## src/ldtwr_pkg.sv

```systemverilog
// ----------------------------------------------------------------------------
// ldtwr_pkg
// Shared types and constants for the two-wire LED driver refresh transmitter.
// ----------------------------------------------------------------------------
package ldtwr_pkg;

  // Default display buffer depth
  localparam int unsigned BUFFER_BYTES_DEF = 16;

  // Field widths
  localparam int unsigned MODE_W    = 2;
  localparam int unsigned INDEX_W   = 4;
  localparam int unsigned BYTE_W    = 8;
  localparam int unsigned COUNT_W   = 5;
  localparam int unsigned CFG_IDX_W = 2;
  localparam int unsigned FRAME_W   = 2;
  localparam int unsigned BITPOS_W  = 3;

  // Item modes
  localparam logic [MODE_W-1:0] MODE_WRITE   = 2'd0;
  localparam logic [MODE_W-1:0] MODE_REFRESH = 2'd1;
  localparam logic [MODE_W-1:0] MODE_TICK    = 2'd2;

  // Configuration register indexes
  localparam logic [CFG_IDX_W-1:0] CFG_DATA_CMD   = 2'd0;
  localparam logic [CFG_IDX_W-1:0] CFG_ADDR_CMD   = 2'd1;
  localparam logic [CFG_IDX_W-1:0] CFG_BRIGHT_CMD = 2'd2;
  localparam logic [CFG_IDX_W-1:0] CFG_BYTE_COUNT = 2'd3;

  // Configuration reset values
  localparam logic [BYTE_W-1:0]  DATA_CMD_RST   = 8'h40;
  localparam logic [BYTE_W-1:0]  ADDR_CMD_RST   = 8'hC0;
  localparam logic [BYTE_W-1:0]  BRIGHT_CMD_RST = 8'h8F;
  localparam logic [COUNT_W-1:0] BYTE_COUNT_RST = 5'd12;

  // Frame numbers
  localparam logic [FRAME_W-1:0] FRAME_DATA   = 2'd0;
  localparam logic [FRAME_W-1:0] FRAME_ADDR   = 2'd1;
  localparam logic [FRAME_W-1:0] FRAME_BRIGHT = 2'd2;

  // Pin sequencer phases
  typedef enum logic [3:0] {
    PH_IDLE,
    PH_START1,
    PH_START2,
    PH_BIT1,
    PH_BIT2,
    PH_BIT3,
    PH_STOP1,
    PH_STOP2,
    PH_STOP3,
    PH_STOP4
  } phase_t;

  // One result item
  typedef struct packed {
    logic clock_pin;
    logic data_pin;
    logic busy_res;
    logic sequence_done;
  } result_t;

endpackage

```

## src/led_driver_two_wire_refresh.sv

```systemverilog
// ----------------------------------------------------------------------------
// led_driver_two_wire_refresh
// Pin-level write transmitter for a two-wire LED driver: display buffer in a
// synchronous RAM, a phase sequencer for start / byte / stop framing.
// ----------------------------------------------------------------------------
//  Channel  | Direction | Handshake          | Payload
//  ---------+-----------+--------------------+----------------------------------
//  input    | in        | in_valid/in_stall  | mode, write_index, write_value
//  output   | out       | out_valid/out_stall| clock_pin, data_pin, busy_res,
//           |           |                    | sequence_done
//  config   | in        | cfg_write_en       | cfg_index, cfg_data
//
//  One item per clock unless in_stall is high; each result is registered in
//  the output register or the skid entry. A tick loading the next buffer byte
//  reads the RAM; the read register feeds it to the shift register before the
//  bit phase that needs it. in_stall rises only when both the output register
//  and the skid entry hold. Reset is synchronous; the buffer reads as zero
//  through per-entry valid bits, so no clearing pass follows reset.
// ----------------------------------------------------------------------------
module led_driver_two_wire_refresh #(
  parameter int unsigned BUFFER_BYTES = ldtwr_pkg::BUFFER_BYTES_DEF
) (
  input  logic                             clk,
  input  logic                             rst,
  // input channel
  input  logic                             in_valid,
  output logic                             in_stall,
  input  logic [ldtwr_pkg::MODE_W-1:0]     mode,
  input  logic [ldtwr_pkg::INDEX_W-1:0]    write_index,
  input  logic [ldtwr_pkg::BYTE_W-1:0]     write_value,
  // output channel
  output logic                             out_valid,
  input  logic                             out_stall,
  output logic                             clock_pin,
  output logic                             data_pin,
  output logic                             busy_res,
  output logic                             sequence_done,
  // configuration
  input  logic                             cfg_write_en,
  input  logic [ldtwr_pkg::CFG_IDX_W-1:0]  cfg_index,
  input  logic [ldtwr_pkg::BYTE_W-1:0]     cfg_data
);
  import ldtwr_pkg::*;

  localparam int unsigned AW = (BUFFER_BYTES > 1) ? $clog2(BUFFER_BYTES) : 1;
  localparam logic [COUNT_W-1:0] MAX_COUNT = COUNT_W'(BUFFER_BYTES);

  // Configuration registers
  logic [BYTE_W-1:0]  data_cmd;
  logic [BYTE_W-1:0]  addr_cmd;
  logic [BYTE_W-1:0]  bright_cmd;
  logic [COUNT_W-1:0] byte_count;

  always_ff @(posedge clk) begin
    if (rst) begin
      data_cmd   <= DATA_CMD_RST;
      addr_cmd   <= ADDR_CMD_RST;
      bright_cmd <= BRIGHT_CMD_RST;
      byte_count <= BYTE_COUNT_RST;
    end else if (cfg_write_en) begin
      unique case (cfg_index)
        CFG_DATA_CMD:   data_cmd   <= cfg_data;
        CFG_ADDR_CMD:   addr_cmd   <= cfg_data;
        CFG_BRIGHT_CMD: bright_cmd <= cfg_data;
        CFG_BYTE_COUNT: byte_count <= cfg_data[COUNT_W-1:0];
        default: ;
      endcase
    end
  end

  // Sequencer state
  phase_t              phase, phase_next;
  logic [FRAME_W-1:0]  frame_num, frame_num_next;
  logic [COUNT_W-1:0]  byte_pos, byte_pos_next;
  logic [BITPOS_W-1:0] bit_pos, bit_pos_next;
  logic [BYTE_W-1:0]   shift_byte, shift_byte_next;
  logic                clk_lvl, clk_lvl_next;
  logic                dat_lvl, dat_lvl_next;
  logic                pending, pending_next;
  logic                load_pend, load_pend_next;
  logic                done;

  // Buffer RAM control
  logic                wr_en;
  logic [AW-1:0]       wr_addr;
  logic                rd_en;
  logic [AW-1:0]       rd_addr;
  logic [BYTE_W-1:0]   rd_data;
  logic                rd_hit;

  logic                in_xfer;
  logic [COUNT_W-1:0]  eff_count;
  logic [COUNT_W-1:0]  byte_pos_inc;
  logic [BYTE_W-1:0]   frame_cmd;

  assign in_xfer      = in_valid && !in_stall;
  assign eff_count    = (byte_count > MAX_COUNT) ? MAX_COUNT : byte_count;
  assign byte_pos_inc = byte_pos + COUNT_W'(1);
  assign wr_addr      = write_index[AW-1:0];
  assign rd_addr      = byte_pos[AW-1:0];

  always_comb begin
    unique case (frame_num)
      FRAME_DATA: frame_cmd = data_cmd;
      FRAME_ADDR: frame_cmd = addr_cmd;
      default:    frame_cmd = bright_cmd;
    endcase
  end

  // Display buffer: one write port, one registered read port
  logic [BYTE_W-1:0]       buf_mem [BUFFER_BYTES];
  logic [BUFFER_BYTES-1:0] buf_valid;

  always_ff @(posedge clk) begin
    if (wr_en) begin
      buf_mem[wr_addr] <= write_value;
    end
    if (rd_en) begin
      rd_data <= buf_mem[rd_addr];
    end
  end

  // Entries not yet written read as zero
  always_ff @(posedge clk) begin
    if (rst) begin
      buf_valid <= '0;
      rd_hit    <= 1'b0;
    end else begin
      if (wr_en) begin
        buf_valid[wr_addr] <= 1'b1;
      end
      if (rd_en) begin
        rd_hit <= buf_valid[rd_addr];
      end
    end
  end

  // Sequencer registers
  always_ff @(posedge clk) begin
    if (rst) begin
      phase      <= PH_IDLE;
      frame_num  <= '0;
      byte_pos   <= '0;
      bit_pos    <= '0;
      shift_byte <= '0;
      clk_lvl    <= 1'b1;
      dat_lvl    <= 1'b1;
      pending    <= 1'b0;
      load_pend  <= 1'b0;
    end else begin
      phase      <= phase_next;
      frame_num  <= frame_num_next;
      byte_pos   <= byte_pos_next;
      bit_pos    <= bit_pos_next;
      shift_byte <= shift_byte_next;
      clk_lvl    <= clk_lvl_next;
      dat_lvl    <= dat_lvl_next;
      pending    <= pending_next;
      load_pend  <= load_pend_next;
    end
  end

  // Item decode and phase advance
  always_comb begin
    phase_next      = phase;
    frame_num_next  = frame_num;
    byte_pos_next   = byte_pos;
    bit_pos_next    = bit_pos;
    shift_byte_next = shift_byte;
    clk_lvl_next    = clk_lvl;
    dat_lvl_next    = dat_lvl;
    pending_next    = pending;
    load_pend_next  = 1'b0;
    done            = 1'b0;
    wr_en           = 1'b0;
    rd_en           = 1'b0;

    // buffer byte read on the previous tick arrives now
    if (load_pend) begin
      shift_byte_next = rd_hit ? rd_data : '0;
    end

    if (in_xfer) begin
      unique case (mode)
        MODE_WRITE: begin
          wr_en = (32'(write_index) < BUFFER_BYTES);
        end
        MODE_REFRESH: begin
          if (phase == PH_IDLE) begin
            frame_num_next = FRAME_DATA;
            byte_pos_next  = '0;
            bit_pos_next   = '0;
            phase_next     = PH_START1;
          end else begin
            pending_next = 1'b1;
          end
        end
        MODE_TICK: begin
          unique case (phase)
            PH_IDLE: ;
            PH_START1: begin
              clk_lvl_next = 1'b1;
              dat_lvl_next = 1'b1;
              phase_next   = PH_START2;
            end
            PH_START2: begin
              dat_lvl_next    = 1'b0;
              shift_byte_next = frame_cmd;
              byte_pos_next   = '0;
              bit_pos_next    = '0;
              phase_next      = PH_BIT1;
            end
            PH_BIT1: begin
              clk_lvl_next = 1'b0;
              phase_next   = PH_BIT2;
            end
            PH_BIT2: begin
              dat_lvl_next = shift_byte[bit_pos];
              phase_next   = PH_BIT3;
            end
            PH_BIT3: begin
              clk_lvl_next = 1'b1;
              if (bit_pos != '1) begin
                bit_pos_next = bit_pos + BITPOS_W'(1);
                phase_next   = PH_BIT1;
              end else begin
                byte_pos_next = byte_pos_inc;
                bit_pos_next  = '0;
                if (frame_num == FRAME_ADDR && byte_pos_inc <= eff_count) begin
                  // fetch next segment byte; load_pend moves it into the shift register
                  rd_en          = 1'b1;
                  load_pend_next = 1'b1;
                  phase_next     = PH_BIT1;
                end else begin
                  phase_next = PH_STOP1;
                end
              end
            end
            PH_STOP1: begin
              clk_lvl_next = 1'b0;
              phase_next   = PH_STOP2;
            end
            PH_STOP2: begin
              dat_lvl_next = 1'b0;
              phase_next   = PH_STOP3;
            end
            PH_STOP3: begin
              clk_lvl_next = 1'b1;
              phase_next   = PH_STOP4;
            end
            PH_STOP4: begin
              dat_lvl_next = 1'b1;
              if (frame_num != FRAME_BRIGHT) begin
                frame_num_next = frame_num + FRAME_W'(1);
                phase_next     = PH_START1;
              end else begin
                done       = 1'b1;
                phase_next = PH_IDLE;
                // queued refresh restarts at once
                if (pending) begin
                  pending_next   = 1'b0;
                  frame_num_next = FRAME_DATA;
                  byte_pos_next  = '0;
                  bit_pos_next   = '0;
                  phase_next     = PH_START1;
                end
              end
            end
            default: phase_next = PH_IDLE;
          endcase
        end
        default: ;
      endcase
    end
  end

  // Output register with one skid entry
  result_t res_new, out_res, skid_res;
  logic    skid_valid;
  logic    out_xfer;

  assign res_new.clock_pin     = clk_lvl_next;
  assign res_new.data_pin      = dat_lvl_next;
  assign res_new.busy_res      = (phase_next != PH_IDLE);
  assign res_new.sequence_done = done;

  assign out_xfer = out_valid && !out_stall;
  assign in_stall = skid_valid;

  always_ff @(posedge clk) begin
    if (rst) begin
      out_valid  <= 1'b0;
      skid_valid <= 1'b0;
    end else if (skid_valid) begin
      if (out_xfer) begin
        skid_valid <= 1'b0;
      end
    end else if (in_xfer) begin
      if (out_valid && !out_xfer) begin
        skid_valid <= 1'b1;
      end else begin
        out_valid <= 1'b1;
      end
    end else if (out_xfer) begin
      out_valid <= 1'b0;
    end
  end

  always_ff @(posedge clk) begin
    if (skid_valid) begin
      if (out_xfer) begin
        out_res <= skid_res;
      end
    end else if (in_xfer) begin
      if (out_valid && !out_xfer) begin
        skid_res <= res_new;
      end else begin
        out_res <= res_new;
      end
    end
  end

  assign clock_pin     = out_res.clock_pin;
  assign data_pin      = out_res.data_pin;
  assign busy_res      = out_res.busy_res;
  assign sequence_done = out_res.sequence_done;

endmodule

```

## config.mk

```make
export PLATFORM = sky130hd
export DESIGN_NAME = led_driver_two_wire_refresh
export DESIGN_NICKNAME = d
export VERILOG_FILES = /design/src/ldtwr_pkg.sv /design/src/led_driver_two_wire_refresh.sv
export SDC_FILE = /design/constraint.sdc
export NUM_CORES = 1
export LEC_CHECK = 0
export ABC_AREA = 1
export BUFFER_PORTS_ARGS = -buffer_cell sky130_fd_sc_hd__buf_2
export CAP_MARGIN = 20
export CORE_UTILIZATION = 50
export DETAILED_ROUTE_END_ITERATION = 6
export PLACE_DENSITY = 0.77
export SYNTH_ARGS = -nofsm -noshare
export SYNTH_HDL_FRONTEND = slang
export SYNTH_SLANG_ARGS = --single-unit
```

## constraint.sdc

```tcl
create_clock -name clk -period 2.4 [get_ports clk]
set_clock_uncertainty 0.1 [all_clocks]
set_input_delay 0.24 -clock clk [delete_from_list [all_inputs] [get_ports clk]]
set_output_delay 0.24 -clock clk [all_outputs]
set_load 0.02 [all_outputs]
```

Word level (Yosys, flattened, before mapping)
Memories as Yosys holds them, arrays and structs flattened. A register that Yosys moved wholly into a read port is not among the register bits.
Cells that the tools add are included.
{"block": "word_totals", "ff_bits": 82, "ram_bits": 128, "output_inout_bits": 6, "memories": 1}
{"name": "buf_mem", "words": 16, "width": 8, "read_ports": 1, "rd_ports_with_merged_regs": 1, "write_ports": 1, "line_no": "led_driver_two_wire_refresh.sv:111", "text": "logic [BYTE_W-1:0] buf_mem [BUFFER_BYTES];"}
{"block": "classes", "addsub": 3, "order_cmp": 6, "n_eq_ne": 29, "muxes": 71, "bitwise": 2, "reduce_logical": 31}
{"cell": "$mux W8", "count": 5}
{"cell": "$pmux W4 S10", "count": 1}
{"cell": "$mux W1", "count": 31}
{"cell": "$mux W5", "count": 5}
{"cell": "$mux W4", "count": 6}
{"cell": "$mux W3", "count": 6}
{"cell": "$eq A4 B3 Y1 const B", "count": 4}
{"cell": "$or A16 B16 Y16", "count": 1}
{"cell": "$pmux W8 S2", "count": 1}
{"cell": "$ne A3 B3 Y1 const B", "count": 5}
{"cell": "$pmux W5 S3", "count": 1}
{"cell": "$ne A2 B2 Y1 const B", "count": 7}
{"cell": "$lt A4 B5 Y1 const B", "count": 2}
{"cell": "$pmux W5 S2", "count": 1}
{"cell": "$reduce_and A5 Y1", "count": 2}
{"cell": "$pmux W3 S3", "count": 1}
{"cell": "$reduce_and A3 Y1", "count": 3}
{"cell": "$eq A4 B2 Y1 const B", "count": 2}
{"cell": "$eq A4 B4 Y1 const B", "count": 2}
{"cell": "$mux W2", "count": 4}
{"cell": "$pmux W4 S2", "count": 1}
{"cell": "$reduce_and A2 Y1", "count": 4}
{"cell": "$reduce_and A7 Y1", "count": 1}
{"cell": "$eq A2 B1 Y1 const B", "count": 3}
{"cell": "other kinds (28)", "count": 43}

Logic depth before layout (Yosys ltp)
Gate-level depths: netlist of the first run.
{"block": "depth", "ltp_word": 13, "ltp_mapped": 18, "ltp_nobuf": 17}

Least setup slack after synthesis of the first run
No wires, ideal clock.
{"block": "synth_path", "kind": "register to register", "start": "reg byte_pos[0]", "end": "reg out_res (netlist bit busy_res), data pin", "setup_ns": 0.256, "t_arrival_ns": 2.250, "required_time_ns": 2.044, "setup_slack_ns": -0.206, "path_stages_with_launch": 19, "path_buffers": 2, "cell_sequence": "dfxtp_1 -> clkbuf_1 -> clkbuf_1 -> nand3_1 -> xor2_1 -> ha_1 -> nand2_1 -> nor2_1 -> nand2_1 -> nand3_1 -> nand2_1 -> nand2_1 -> nand2_1 -> nand2_1 -> nand2_1 -> nand2_1 -> nand2_1 -> o21bai_1 -> nand2_1"}
{"block": "synth_between", "elab_chain_len": 12}
{"element": "from (decl)", "line_no": "led_driver_two_wire_refresh.sv:74", "text": "logic [COUNT_W-1:0] byte_pos, byte_pos_next;"}
{"element": "from (signal assigned)", "line_no": "led_driver_two_wire_refresh.sv:153", "text": "byte_pos <= byte_pos_next;"}
{"element": "$add A5 B1 Y5", "line_no": "led_driver_two_wire_refresh.sv:98", "text": "assign byte_pos_inc = byte_pos + COUNT_W'(1);"}
{"element": "$le A5 B5 Y1", "line_no": "led_driver_two_wire_refresh.sv:229", "text": "if (frame_num == FRAME_ADDR && byte_pos_inc <= eff_count) begin"}
{"element": "$logic_and A1 B1 Y1", "line_no": "led_driver_two_wire_refresh.sv:229"}
{"element": "$mux W3", "line_no": "led_driver_two_wire_refresh.sv:229"}
{"element": "$mux W3", "line_no": "led_driver_two_wire_refresh.sv:223", "text": "if (bit_pos != '1) begin"}
{"element": "$pmux W4 S10", "line_no": "led_driver_two_wire_refresh.sv:199", "text": "unique case (phase)"}
{"element": "$pmux W4 S2", "line_no": "led_driver_two_wire_refresh.sv:184", "text": "unique case (mode)"}
{"element": "$mux W4", "line_no": "led_driver_two_wire_refresh.sv:183", "text": "if (in_xfer) begin"}
{"element": "$reduce_bool A4 Y1", "line_no": "led_driver_two_wire_refresh.sv:284", "text": "assign res_new.busy_res = (phase_next != PH_IDLE);"}
{"element": "$mux W4", "line_no": "led_driver_two_wire_refresh.sv:315", "text": "if (out_valid && !out_xfer) begin"}
{"element": "$mux W4", "line_no": "led_driver_two_wire_refresh.sv:314", "text": "end else if (in_xfer) begin"}
{"element": "$mux W4", "line_no": "led_driver_two_wire_refresh.sv:310", "text": "if (skid_valid) begin"}
{"element": "to (signal assigned)", "line_no": "led_driver_two_wire_refresh.sv:312", "text": "out_res <= skid_res;"}
{"element": "to (signal assigned)", "line_no": "led_driver_two_wire_refresh.sv:318", "text": "out_res <= res_new;"}
{"element": "to (decl)", "line_no": "led_driver_two_wire_refresh.sv:278", "text": "result_t res_new, out_res, skid_res;"}
Every way passes these cells. The select of a mux whose other input is x is not followed.
A chain may end at the register's enable or synchronous reset.

Worst setup path after layout of the first run
Same ends and word-level chain as after synthesis.

==> results.sh, run 1 <==
export IMPL_r2r_slack_ps=-80
export IMPL_ys_ff_latch=218
export IMPL_slew_headroom_pct=38.5
export IMPL_fin_tns_setup_ps=-109
export IMPL_finalWeightedCongestion=0.872
export IMPL_cts_buffer_depth=3
export IMPL_root_buffer="clkbuf_16"
export IMPL_numCtsBuffers=22
export IMPL_synth_distinct_cells=37
export IMPL_synth_area_um2=9200
export IMPL_drv_cap=0
export IMPL_p_per_area_nw_per_um2=757
export IMPL_die_h_um=138
export IMPL_grt_ovfl_total=0
export IMPL_r2r_start="byte_pos[0]$_SDFFE_PP0P_"
export IMPL_vdd_drop_max_mv=0.689
export IMPL_drive_gt1_share_pct=14.5
export IMPL_final_nets=1029
export IMPL_synth_seq_area_share_pct=63.1
export IMPL_htree_levels=1
export IMPL_num_rows=49
export IMPL_remaining_drc_errors=0
export IMPL_grt_antenna_before_repair=0
export IMPL_grt_max_degree=76
export IMPL_tightest_slew_ps=919
export IMPL_violations="negative setup slack"
export IMPL_cp_startpoint="byte_pos[0]$_SDFFE_PP0P_"
export IMPL_r2r_end="busy_res$_DFFE_PP_"
export IMPL_critPathMaxFanout=3
export IMPL_clk_pin_slew_ps=60
export IMPL_dpl_hpwl_um=13500
export IMPL_ioPinCount=35
export IMPL_final_hold_violation_count=0
export IMPL_clk_latency_ps=520
export IMPL_cts_sinks=218
export IMPL_final_setup_worst_slack_ps=-75.5
export IMPL_leakage_nw=4.00
export IMPL_p_total_mw=8.12
export IMPL_numPortBuffers=34
export IMPL_grt_first_pass_wirelength_um=34100
export IMPL_hold_path_class="in2reg"
export IMPL_wl_um=21700
export IMPL_dpl_cell_count=1183
export IMPL_reg2regPathDepth=17
export IMPL_drtIter0Drc=605
export IMPL_ys_warn_count=0
export IMPL_crit_slowest_cell="dfxtp_2"
export IMPL_crit_chain="ha_4 -> nand3_1 -> xor2_2 -> ha_1 -> nand2_2 -> nor2_2 -> nand2_1 -> nand3_1 -> nand2_2 -> nand2_2 -> nand2_1 -> nand2_1 -> nand2_1 -> nand2_1 -> nand2_1 -> o21bai_1 -> nand2_1"
export IMPL_via_per_inst=5.62
export IMPL_core_area_um2=18000
export IMPL_syn_nets=972
export IMPL_required_ps=2560
export IMPL_end_kind="register"
export IMPL_ant_nets=0
export IMPL_crit_end="busy_res$_DFFE_PP_"
export IMPL_grt_pass1_vias=6793
export IMPL_synth_cells=932
export IMPL_crit_top_cell="nand2_1"
export IMPL_vias=6941
export IMPL_die_width_um=138
export IMPL_start_util_pct=51.2
export IMPL_wire_per_inst_um=17.6
export IMPL_placed_cell_area_um2=9710
export IMPL_crit_type="reg2reg"
export IMPL_fin_crit_ps=2480
export IMPL_first_pass_iters=5
export IMPL_fin_crit_sh_pct=103
export IMPL_fmax_mhz=404
export IMPL_stdcell_count=1234
export IMPL_syn_area_per_cell_um2=9.87
export IMPL_slew_violations=0
export IMPL_rsz0062_at_grt="yes"
export IMPL_track_usage_pct=23.7
export IMPL_cts_tree="built"
export IMPL_worstPathArrival_ps=2630
export IMPL_synthToLayoutAreaGrowth_pct=16.7
export IMPL_fillCellCount=1471
export IMPL_start_kind="register"
export IMPL_antenna_cells=0
export IMPL_design_area_um2=10700
export IMPL_setup_violations_final=2
export IMPL_die_area_um2=18900
export IMPL_max_stage_delay_ps=390
export IMPL_status="finished, violations left"
## logic make-up after synthesis
kind of cell               count (synthesis)  share of synthesized area [%]
DFF                                      218                           63.1
adders and majority gates                 11                           1.50
and+or+nand+nor                          317                           14.4
AOI/OAI and AO/OA                        254                           15.1
xor gates and xnor gates                   4                          0.381
buffers and inverters                    128                           5.43
## sequential cells by signal, indices dropped and copies added, names as in the netlist, 2 cells and up
register / cells
buf_mem: 128
buf_valid: 16
addr_cmd: 8
bright_cmd: 8
data_cmd: 8
rd_data: 8
shift_byte: 8
byte_count: 5
byte_pos: 5
phase: 4
skid_res: 4
bit_pos: 3
frame_num: 2
## layer usage
layer	vias to the layer above	GRT usage [%]	wire length, um
li1	3337	-	-
met1	3302	30.7	9280
met2	250	40.1	10400
met3	52	3.72	1390
met4	0	8.12	639
met5	-	0	0
## worst max-delay path, delay by kind of cell (launching register included)
kind	cells	cell delay (ps)
XOR/XNOR	1	180
adder cells (fa/ha/maj)	2	490
flip-flops	1	390
AO/OA/AOI/OAI	1	130
AND/OR/NAND/NOR	13	940
## worst min path at each step
stage | depth (start not counted) | start | endpoint | slack [ps]
6_report | 3 | cfg_index[1] | data_cmd[6]$_SDFFE_PP1P_ | 10
5_1_grt | 1 | write_value[3] | buf_mem[13][3]$_DFFE_PP_ | 30
4_1_cts | 3 | cfg_index[1] | data_cmd[6]$_SDFFE_PP1P_ | 3
3_5_place_dp | 2 | bright_cmd[0]$_SDFFE_PP1P_ | bright_cmd[0]$_SDFFE_PP1P_ | 340
3_3_place_gp | 2 | bright_cmd[7]$_SDFFE_PP1P_ | bright_cmd[7]$_SDFFE_PP1P_ | 340
2_1_floorplan | 0 | write_value[0] | buf_mem[0][0]$_DFFE_PP_ | 240
## layout make-up
cell class / instances / area (um^2) / area share (%)
clock buffers: 25 / 603 / 5.62
multi-input cells: 586 / 2990 / 27.9
clock inverters: 15 / 191 / 1.78
repair buffers: 74 / 522 / 4.86
inverters: 87 / 327 / 3.04
flip-flops and latches: 218 / 5810 / 54.2
well taps: 229 / 287 / 2.67
## placed cells by master (no fill, tap or decap), types with 7 or more instances in the layout
cell type,instances
nand2_2,9
o22ai_1,47
buf_2,34
clkbuf_16,23
o211ai_1,7
ha_1,7
nand3_1,37
buf_4,28
inv_1,77
a21oi_1,45
dfxtp_1,70
dlygate4sd3_1,9
nand2_1,72
nor2_1,177
nor3_1,7
edfxtp_1,144
o21ai_0,135
## Yosys cell counts, drive strengths merged
library cell,n,share of area [%]
nor2,186,8.1
edfxtp,144,47
o21ai,141,7.8
inv,83,3.4
nand2,82,3.4
dfxtp,74,16
a21oi,47,2.6
o22ai,47,3.2
clkbuf,38,1.6
nand3,38,2.2
ha,11,1.5
nor3,7,0.38
o211ai,7,0.57
clkinv,4,0.16
xor2,4,0.38
a22oi,3,0.24
buf,3,0.33
a211oi,2,0.16
a31oi,2,0.14
nand4,2,0.14
a21o,1,0.082
a22o,1,0.095
nor4,1,0.068
o21a,1,0.082
o21bai,1,0.082
o41ai,1,0.095
or2,1,0.095
## timing repair
item,4_1_cts,5_1_grt
gates cloned,0,0
setup endpoints to repair,10,18
pin swaps,3,11
hold endpoints to repair,29,0
setup buffers,2,0
resized for setup,9,18
hold buffers,9,0
## through the flow
stage               setup slack [ps]  utilization, %  hold WS, ps
floorplan                       54.2               -          239
global placement               -3.16            54.1          338
detailed placement              -116            54.1          344
CTS                            -15.1            59.3         2.80
global route                    -222            59.7         26.2
finish                         -75.5            59.7         13.5
## power breakdown
group          internal, mW  switching (mW)  total (mW)
Sequential             4.05          0.0252        4.07
Clock                  2.25            1.46        3.71
Combinational         0.118           0.225       0.344
Total                  6.41            1.71        8.12
(Power assumes the default switching activity.)
==> inputs of run 2 (changes only) <==
SKIP_LAST_GASP = 1   (was unset)
==> results.sh, run 2 (synthesis gave the netlist of run 1 again) <==
export IMPL_r2r_slack_ps=-70
export IMPL_hold_path_class="in2reg"
export IMPL_drtIter0Drc=618
export IMPL_num_rows=49
export IMPL_r2r_start="byte_pos[0]$_SDFFE_PP0P_"
export IMPL_cp_startpoint="byte_pos[0]$_SDFFE_PP0P_"
export IMPL_slew_headroom_pct=38.4
export IMPL_start_util_pct=51.2
export IMPL_drive_gt1_share_pct=14.5
export IMPL_dpl_cell_count=1183
export IMPL_final_nets=1029
export IMPL_swShare_pct=21.1
export IMPL_crit_chain="ha_4 -> nand3_1 -> xor2_2 -> ha_1 -> nand2_2 -> nor2_2 -> nand2_1 -> nand3_1 -> nand2_2 -> nand2_2 -> nand2_1 -> nand2_1 -> nand2_1 -> nand2_1 -> nand2_1 -> o21bai_1 -> nand2_1"
export IMPL_max_stage_delay_ps=390
export IMPL_wl_um=21700
export IMPL_finalWeightedCongestion=0.872
export IMPL_required_ps=2560
export IMPL_via_per_inst=5.66
export IMPL_setup_violations_final=2
export IMPL_drv_cap=0
export IMPL_grt_pass1_vias=6781
export IMPL_layout_commonest_cell="nor2_1"
export IMPL_cts_buffer_depth=3
export IMPL_grt_ovfl_total=0
export IMPL_power_frac_clock_pct=45.7
export IMPL_synthToLayoutAreaGrowth_pct=16.7
export IMPL_ant_nets=0
export IMPL_worstPathArrival_ps=2630
export IMPL_htree_levels=1
export IMPL_grt_first_pass_wirelength_um=34100
export IMPL_fin_crit_sh_pct=103
export IMPL_slew_violations=0
export IMPL_numCtsBuffers=22
export IMPL_status="finished, violations left"
export IMPL_intPower_mw=6.41
export IMPL_hp_start="cfg_index[1]"
export IMPL_largest_reg_flops=128
export IMPL_die_h_um=138
export IMPL_stdcell_count=1234
export IMPL_vdd_drop_max_mv=0.689
export IMPL_grt_max_degree=76
export IMPL_dp_slack_ps=-116
export IMPL_switchingPower_mw=1.71
export IMPL_remaining_drc_errors=0
export IMPL_fin_crit_ps=2470
export IMPL_final_setup_worst_slack_ps=-68.0
export IMPL_clk_pin_slew_ps=60
export IMPL_start_kind="register"
export IMPL_track_usage_pct=23.6
export IMPL_pwr_share_seq_pct=50.1
export IMPL_wire_per_inst_um=17.6
export IMPL_final_hold_violation_count=0
export IMPL_antenna_cells=0
export IMPL_crit_slowest_cell="dfxtp_2"
export IMPL_cts_sinks=218
export IMPL_rsz0062_at_grt="yes"
export IMPL_p_per_area_nw_per_um2=757
export IMPL_leakage_nw=4.00
export IMPL_largest_register="buf_mem"
export IMPL_cts_tree="built"
export IMPL_comb_power_share_pct=4.2
export IMPL_ioPinCount=35
export IMPL_root_buffer="clkbuf_16"
export IMPL_layout_common_cells="177 x nor2_1, 144 x edfxtp_1, 135 x o21ai_0"
export IMPL_top_regs="buf_mem (128), buf_valid (16)"
export IMPL_crit_top_cell="nand2_1"
export IMPL_core_area_um2=18000
export IMPL_end_kind="register"
export IMPL_clk_latency_ps=520
export IMPL_numPortBuffers=34
export IMPL_die_width_um=138
export IMPL_critPathMaxFanout=3
export IMPL_grt_antenna_before_repair=0
export IMPL_crit_type="reg2reg"
export IMPL_dpl_hpwl_um=13500
export IMPL_violations="negative setup slack"
export IMPL_first_pass_iters=5
export IMPL_tightest_slew_ps=920
export IMPL_vias=6980
export IMPL_fmax_mhz=405
export IMPL_die_area_um2=18900
==> run 2: cell counts in the layout (fill, tap and decap cells not counted) <==
Identical to the previous run, type by type.
==> run 2: layout make-up <==
type	instances	area, um^2
clock buffer	25	603
clock inverter	15	191
fill	1470	7230
inverter	87	327
multi-input combinational	586	2990
sequential	218	5810
tap	229	287
timing repair buffer	74	522
==> run 2: what timing repair did <==
action                                 in CTS  in global routing
hold buffers                                9                  0
pin swaps                                   3                 11
setup buffers                               2                  0
endpoints found under the hold margin      29                  0
setup endpoints to repair                  10                 18
gates resized for setup                     8                 19
==> run 2: metal layers <==
metal,vias up,wire (um),global-route usage (%)
li1,3337,-,-
met1,3289,9190,30.7
met2,288,10300,40.1
met3,66,1500,3.72
met4,0,720,8.12
met5,-,0,0
==> run 2: per-stage QoR <==
step	utilization [%]	hold slack [ps]	power, mW	cell area [um^2]	setup TNS (ps)
detailed placement	54.1	344	4.46	9710	-301
finish	59.7	17.3	8.12	10700	-93.5
floorplan	-	239	4.33	9210	0
CTS	59.3	2.80	8.16	10600	-22.9
global placement	54.1	338	4.45	9710	-3.16
global route	59.7	26.2	8.33	10700	-715
==> run 2: critical path: cells and delay by family, from the launching register on <==
kind,cells,cell delay [ps]
AND/OR/NAND/NOR,13,940
AO/OA/AOI/OAI,1,130
adder cells (fa/ha/maj),2,490
XOR/XNOR,1,180
flip-flops,1,390
==> run 2: final timing paths <==
path | to | depth (start not counted)
setup / recovery | busy_res$_DFFE_PP_ | 17
hold / removal | data_cmd[6]$_SDFFE_PP1P_ | 3
setup reg to reg | busy_res$_DFFE_PP_ | 17
hold reg to reg | addr_cmd[4]$_SDFFE_PP0P_ | 2
==> run 2: power by group through the flow <==
| stage | sequential (mW) | clock, mW | combinational, mW |
|---|---|---|---|
| after floorplan | 4.15 | 0 | 0.173 |
| after global placement | 4.15 | 0 | 0.302 |
| after detailed placement | 4.15 | 0 | 0.311 |
| after CTS | 4.07 | 3.75 | 0.336 |
| after global routing | 4.07 | 3.88 | 0.384 |
| final | 4.07 | 3.71 | 0.344 |
==> inputs of run 3 (changes only) <==
SETUP_SLACK_MARGIN = 0.15   (was unset)
==> results.sh, run 3 (synthesis gave the netlist of run 1 again) <==
export IMPL_track_usage_pct=23.0
export IMPL_end_kind="register"
export IMPL_numPortBuffers=34
export IMPL_tightest_slew_ps=941
export IMPL_min_path_cells=1
export IMPL_antenna_cells=0
export IMPL_start_util_pct=51.2
export IMPL_r2r_end="rd_data[7]$_DFFE_PP_"
export IMPL_start_kind="register"
export IMPL_required_ps=2530
export IMPL_wl_um=21300
export IMPL_vias=6861
export IMPL_fin_crit_ps=2450
export IMPL_whs_ps=17.8
export IMPL_violations="negative setup slack"
export IMPL_wire_per_inst_um=17.3
export IMPL_p_total_mw=7.80
export IMPL_utilization_pct=59.2
export IMPL_slew_headroom_pct=37.1
export IMPL_fillCellCount=1479
export IMPL_placed_cell_area_um2=9680
export IMPL_die_area_um2=18900
export IMPL_fin_crit_sh_pct=102
export IMPL_remaining_drc_errors=0
export IMPL_dpl_hpwl_um=13400
export IMPL_cts_buffer_depth=3
export IMPL_status="finished, violations left"
export IMPL_dpl_cell_count=1175
export IMPL_synthToLayoutAreaGrowth_pct=15.6
export IMPL_largest_reg_flops=128
export IMPL_via_per_inst=5.56
export IMPL_grt_pass1_vias=6554
export IMPL_die_h_um=138
export IMPL_largest_register="buf_mem"
export IMPL_r2r_start="byte_pos[0]$_SDFFE_PP0P_"
export IMPL_design_area_um2=10600
export IMPL_first_pass_iters=5
export IMPL_cts_tree="built"
export IMPL_ant_nets=0
export IMPL_grt_antenna_before_repair=0
export IMPL_reg2regPathDepth=11
export IMPL_layout_commonest_cell="nor2_1"
export IMPL_drv_cap=0
export IMPL_die_width_um=138
export IMPL_grt_max_degree=76
export IMPL_clk_latency_ps=530
export IMPL_clk_pin_slew_ps=60
export IMPL_rsz0062_at_grt="yes"
export IMPL_crit_type="reg2reg"
export IMPL_critPathMaxFanout=5
export IMPL_ioPinCount=35
export IMPL_hold_path_class="in2reg"
export IMPL_vdd_drop_max_mv=0.680
export IMPL_drtIter0Drc=702
export IMPL_layout_common_cells="175 x nor2_1, 144 x edfxtp_1, 134 x o21ai_0"
export IMPL_worstPathArrival_ps=2580
export IMPL_fmax_mhz=408
export IMPL_drive_gt1_share_pct=13.7
export IMPL_leakage_nw=3.95
export IMPL_num_rows=49
export IMPL_stdcell_count=1233
export IMPL_finalWeightedCongestion=0.858
export IMPL_fin_tns_setup_ps=-201
export IMPL_p_per_area_nw_per_um2=734
export IMPL_top_regs="buf_mem (128), buf_valid (16)"
export IMPL_setup_violations_final=5
export IMPL_final_nets=1027
export IMPL_core_area_um2=18000
export IMPL_root_buffer="clkbuf_16"
export IMPL_cp_startpoint="byte_pos[0]$_SDFFE_PP0P_"
export IMPL_dp_slack_ps=-84.6
export IMPL_cts_sinks=218
export IMPL_r2r_slack_ps=-50
export IMPL_htree_levels=1
export IMPL_crit_end="rd_data[7]$_DFFE_PP_"
export IMPL_grt_ovfl_total=0
export IMPL_numCtsBuffers=23
export IMPL_grt_first_pass_wirelength_um=33300
export IMPL_final_setup_worst_slack_ps=-48.7
export IMPL_slew_violations=0
export IMPL_final_hold_violation_count=0
run 3: power breakdown:
| part | switching, mW | internal, mW |
|---|---|---|
| Combinational | 0.223 | 0.117 |
| Clock | 1.46 | 1.92 |
| Sequential | 0.0272 | 4.05 |
| Total | 1.71 | 6.09 |
run 3: metal layers:
layer  global-route usage, %  part of all wire [%]  up-vias
met4                    6.53                   2.7        0
met3                    4.12                   6.6       48
met2                    38.5                    47      244
met5                       0                     0        -
li1                        -                     -     3350
met1                    30.5                    44     3219
run 3: how the worst min path moves through the flow:
stage	startpoint	to	slack (ps)
3_3_place_gp	bright_cmd[3]$_SDFFE_PP1P_	bright_cmd[3]$_SDFFE_PP1P_	340
2_1_floorplan	write_value[0]	buf_mem[0][0]$_DFFE_PP_	240
6_report	write_value[2]	buf_mem[2][2]$_DFFE_PP_	20
5_1_grt	write_value[2]	buf_mem[6][2]$_DFFE_PP_	30
3_5_place_dp	bright_cmd[0]$_SDFFE_PP1P_	bright_cmd[0]$_SDFFE_PP1P_	340
4_1_cts	write_value[2]	buf_mem[2][2]$_DFFE_PP_	8
run 3: area by class of cell:
cell class	instances	area (um^2)	share of cell area, %
timing repair inverter	1	7.51	0.0706
timing repair buffer	70	504	4.74
sequential	218	5810	54.7
inverter	87	332	3.12
multi-input combinational	586	2970	27.9
tap	229	287	2.70
clock buffer	30	612	5.76
clock inverter	12	106	1.00
run 3: worst max-delay path, stage by stage (launching register included):
cell and delay [ps]:
dfxtp_2 390, ha_4 150, nand3_1 90, xor2_1 210, ha_1 290, a21oi_1 240, nand3_2 120, nand2_2 90
buf_4 110, nand4_1 90, buf_6 170, clkinvlp_4 130
run 3: repair_timing:
action	CTS	global route
pin swaps	13	11
gates resized for setup	11	16
cloned	1	0
hold endpoints to repair	29	0
hold buffers	9	0
endpoints found under the setup margin	19	30
buffers inserted	3	3
